<file path="src/hdl/ohm_pkg.sv">
`timescale 1ns / 1ps

package ohm_pkg;

  // Sizes of the stores and of the fields.
  localparam int ENTRY_SLOTS = 256;
  localparam int INDEX_SLOTS = 512;
  localparam int KEY_BITS    = 32;
  localparam int VALUE_BITS  = 32;

  localparam int ENT_W  = $clog2(ENTRY_SLOTS);
  localparam int IDX_W  = $clog2(INDEX_SLOTS);
  localparam int CNT_W  = ENT_W + 1;
  localparam int SLOT_W = 10;
  localparam int MODE_W = 2;
  localparam int STAT_W = 2;

  // Index slot codes; a value below ENTRY_SLOTS points at an entry.
  localparam logic [SLOT_W-1:0] SLOT_EMPTY = '1;
  localparam logic [SLOT_W-1:0] SLOT_TOMB  = SLOT_EMPTY - SLOT_W'(1);

  // Multiplicative hash constant, split so no product exceeds 32 by 32 bits.
  localparam logic [63:0]      HASH_MUL = 64'h9E3779B97F4A7C15;
  localparam logic [31:0]      HASH_LO  = HASH_MUL[31:0];
  localparam logic [IDX_W-1:0] HASH_HI  = HASH_MUL[32 +: IDX_W];

  // Operation codes.
  localparam logic [MODE_W-1:0] MODE_SET    = 2'd0;
  localparam logic [MODE_W-1:0] MODE_GET    = 2'd1;
  localparam logic [MODE_W-1:0] MODE_REMOVE = 2'd2;
  localparam logic [MODE_W-1:0] MODE_CLEAR  = 2'd3;

  // Result status codes.
  localparam logic [STAT_W-1:0] ST_OK   = 2'd0;
  localparam logic [STAT_W-1:0] ST_MISS = 2'd1;
  localparam logic [STAT_W-1:0] ST_FULL = 2'd2;

  typedef enum logic [3:0] {
    S_IDLE,
    S_CLR,
    S_HASH1,
    S_HASH2,
    S_PIDX,
    S_PKEY,
    S_CSWEEP,
    S_CRD,
    S_CMV,
    S_RESP
  } state_t;

endpackage

</file>
<file path="src/hdl/ohm_hash.sv">
`timescale 1ns / 1ps

module ohm_hash (
  input  logic                         clk,
  input  logic [ohm_pkg::KEY_BITS-1:0] key,
  output logic [ohm_pkg::IDX_W-1:0]    home
);
  import ohm_pkg::*;

  logic [63:0]      prod_lo;
  logic [IDX_W-1:0] prod_hi;
  logic [IDX_W-1:0] lo_low;
  logic [IDX_W-1:0] lo_up;
  logic [IDX_W-1:0] hi_q;

  // The low bits of key times the constant, in two partial products.
  assign prod_lo = 64'(key) * 64'(HASH_LO);
  assign prod_hi = key[IDX_W-1:0] * HASH_HI;

  always_ff @(posedge clk) begin
    lo_low <= prod_lo[IDX_W-1:0];
    lo_up  <= prod_lo[32 +: IDX_W];
    hi_q   <= prod_hi;
  end

  // Fold the upper word onto the lower one and keep the slot bits.
  assign home = lo_low ^ (lo_up + hi_q);

endmodule

</file>
<file path="config.mk">
export PLATFORM = sky130hd
export DESIGN_NAME = ohm_hash
export DESIGN_NICKNAME = d
export VERILOG_FILES = /design/src/hdl/ohm_pkg.sv /design/src/hdl/ohm_hash.sv
export SDC_FILE = /design/constraint.sdc
export NUM_CORES = 1
export LEC_CHECK = 0
export ABC_AREA = 1
export BUFFER_PORTS_ARGS = -buffer_cell sky130_fd_sc_hd__buf_4
export CORE_ASPECT_RATIO = 0.7
export CORE_UTILIZATION = 50
export CTS_CLUSTER_DIAMETER = 50
export DETAILED_ROUTE_END_ITERATION = 6
export PLACE_DENSITY = 0.71
export SETUP_SLACK_MARGIN = 0.05
export SYNTH_ARGS = -nofsm -noshare
export SYNTH_HDL_FRONTEND = slang
export SYNTH_SLANG_ARGS = --single-unit
</file>
<file path="constraint.sdc">
create_clock -name clk -period 8 [get_ports clk]
set_clock_uncertainty 0.15 [all_clocks]
set_input_delay 1.6 -clock clk [delete_from_list [all_inputs] [get_ports clk]]
set_output_delay 1.6 -clock clk [all_outputs]
set_load 0.01 [all_outputs]
</file>
* Word-level counts from Yosys, hierarchy flattened
Cells that the tools add are included.
** Operators by class
- Add/subtract/negate cells :: 1
- Multiply operators :: 2
- Bitwise operators :: 1
** Operators by type and width (count)
- 32-bit by 31-bit multiplier with 41-bit output, second input constant :: 1
- 9-bit adder :: 1
- 9-bit by 8-bit multiplier with 9-bit output, second input constant :: 1
- 9-bit XOR :: 1
** Storage, ports and cells
- Register bits :: 27
- Output and inout port bits :: 9
- Logic and storage cells :: 7

* Logic depth before layout (Yosys ltp)
- Word-level depth :: 2
- Depth in mapped cells :: 28

* Least setup slack after synthesis
Ideal clock, no wire load.
- Path kind :: input -> register
- From :: in key[0] (netlist name)
- To :: reg lo_up[8]
- Setup time :: 112 ps
- Arrival :: 6785 ps
- Required time :: 7738 ps
- Setup slack :: 953 ps
- Stages on the path :: 24
- Buffers on the path :: 0
- Cells stage by stage :: fa_1 > inv_1 > fa_1 > inv_1 > fa_1 > fa_1 > fa_1 > fa_1 > fa_1 > inv_1 > fa_1 > inv_1 > ha_1 > nand2_2 > nor2_2 > inv_2 > nor2_4 > inv_2 > nor3_2 > nand3_1 > nand3_2 > inv_1 > nand2_1 > nand2_1
** Between the ends
- Cells in the longest elaborated chain, start to end :: 1
** RTL lines
- start, declared :: line ohm_hash.sv:5 : input logic [ohm_pkg::KEY_BITS-1:0] key,
- 32-bit by 31-bit multiplier with 41-bit output :: line ohm_hash.sv:17 : assign prod_lo = 64'(key) * 64'(HASH_LO);
- named net prod_lo[40] :: line ohm_hash.sv:10 : logic [63:0] prod_lo;
- end signal, assigned :: line ohm_hash.sv:22 : lo_up <= prod_lo[32 +: IDX_W];
- end, declared :: line ohm_hash.sv:13 : logic [IDX_W-1:0] lo_up;
The timed path passes the listed nets, and every way through them passes these cells.

* Final worst setup path
- From :: in key[2] (netlist name)
- To :: reg lo_up[5]
Same word-level chain as after synthesis.

==> metrics.yaml <==
seq_area_frac_synth_pct: 3.69
place_area_mm2: 0.0143
io_pins: 42
tightest_slew_ps: 408
cp-end-kind: "flop"
cts.htree.levels: 1
setup-tns-final_ps: 0
setup.worst_path.class: "in -> reg"
post_cts_resized: 0
dieArea_mm2: 0.0278
slew_viol_final: 0
hp-class: "in -> reg"
drtIter0Drc: 686
num-fill-cells: 2476
place.gp.congestion: 1.02
clk_path_buf_depth: 2
die_x_um: 199
critical_path_depth: 21
ys_types: 36
routed_wl_mm: 36.5
crit_top_cell: "fa_1"
required_ps: 8020
fmax_ghz: 0.133
vias: 9676
clock_tree.root_cell: "clkbuf_16"
drt.antenna.violating_nets: 0
crit_path_max_fanout: 9
grt_pass1_wl_mm: 57.9
status: "finished clean"
cts_tree: "built"
grt_max_degree: 16
via_per_inst: 5.00
grt_antenna_before_repair: 0
layoutNonFillerInstCount: 1937
syn_nets: 2107
avgSynthCellArea_um2: 8.89
yosysWarnings: 0
rsz0062_at_grt: "false"
setup_viol: 0
layout.nets: 2155
synth_top_area_cell: "fa_1"
drt-pass1-iter-count: 5
area_growth_pct: 6.35
crit_family: "adder cells"
rows: 50
final_util_pct: 54.0
cts_setup_buffers: 0
synth_edf_count: 0
cp_cell_sequence: "buf_4, fa_1, inv_1, fa_1, inv_1, fa_1, fa_1, fa_1, fa_1, fa_1, fa_1, ha_1, nand2_1, a21oi_1, or2_1, nand2_1, nand2_1, a21oi_1, nand3_1, nand2_1, nand2_1"
min_period_ps: 7500
grt_usage_pct: 28.1
synth_flop_cell: "dfxtp_1"
synthTopCellsByCount: "inv_1, fa_1, ha_1, nand2_1, nor2_1"
grt_pass1_vias: 10200
drive_gt1_share_pct: 4.70
drv_cap: 0
cp_num_buf_inv: 3
die_h_um: 140
cts_hold_buf: 0
portBuffers: 41
final_cell_area_mm2: 0.0144
clk_pin_slew_worst_paths_ps: 80
slew_headroom_pct: 72.7
synth_top_area_share_pct: 40.9
numCtsBuffers: 3
hold_viol_final: 0
cp_slowest_cell: "fa_1"
min_period_over_period_pct: 93.7
ys_top_cells_by_area: "fa_1, ha_1, inv_1"
drc_errors: 0
worst_path_largest_cell_delay_ps: 700
min_path_cells: 1
syn_area_mm2: 0.0136
start_util_pct: 50.8
n_antenna_cell: 0
ys_ff_latch: 25
yosysMostFrequentCell: "inv_1"
cp_data_arrival_time_ps: 7520
start_kind: "input pin"
postSynth.asyncResetShare_pct: 0
grt_overflow_total: 0
syn_inst: 1526
cts.sinks: 25
avgRoutedWirePerCell_um: 18.9
place_inst: 1933
hpwl_mm: 34.0
core_mm2: 0.0267
-- cells by family (layout without fill, tap and decap cells) --
family	Yosys count	count (layout)	synth area share, %
xor+xnor	35	35	2.26
buf+inv	529	576	14.6
flops	25	25	3.69
simple gates	291	291	9.33
fa+ha+maj	548	548	65.9
compound gates	98	98	4.19
-- path summary, 6_finish.rpt --
kind  slack [ps]        to    from
max          500  lo_up[5]  key[2]
min         1420   hi_q[2]  key[2]
-- cell usage in the layout (no fill, tap or decap), types with 3 or more instances in the layout --
cell type  netlist  layout
nand2_2          5       5
xor2_1          24      24
nand3_1         23      23
o211ai_1         3       3
fa_1           277     277
ha_1           271     271
dfxtp_1         25      25
a21boi_0         3       3
o21ai_0         17      17
inv_1          525     525
a31oi_1          5       5
buf_4            0      43
nand4_1         10      10
o21bai_1         4       4
clkbuf_16        0       3
nor2_2           4       4
nand2_1        176     176
o21ai_1          9       9
nand3_2          3       3
a21oi_2          3       3
a21o_1           8       8
nor3_1           4       4
a21oi_1         42      42
xnor2_1         11      11
nor2_1          54      54
nor3_2           4       4
inv_2            4       4
-- flip-flops by register name, summed over array words and instances (netlist names) --
name    flops
lo_low      7
lo_up       9
hi_q        9
-- metrics by stage --
| step | hold WS, ps | setup WS (ps) |
|---|---|---|
| detailed placement | 1690 | 218 |
| floorplan | 1480 | 953 |
| finish | 1420 | 502 |
| global placement | 1680 | 261 |
| CTS | 1420 | 509 |
| global route | 1420 | 226 |
-- final cells by class --
cell class / instances / area, um^2 / share of cell area [%]
Sequential cell: 25 / 500 / 3.47
Clock inverter: 1 / 7.51 / 0.0521
Tap cell: 364 / 455 / 3.16
Clock buffer: 3 / 75.1 / 0.521
Inverter: 529 / 1990 / 13.8
Multi-Input combinational cell: 972 / 11100 / 76.8
Timing Repair Buffer: 43 / 323 / 2.24
-- layer usage --
metal	up-vias	track usage, %	wire [um]
li1	4607	-	-
met1	4767	42.2	17500
met2	269	43.3	15900
met3	33	5.28	2700
met4	0	3.20	451
met5	-	0	0
Power is not shown: default switching activity piles up to over one toggle a cycle in this logic, so the estimate is an artifact.
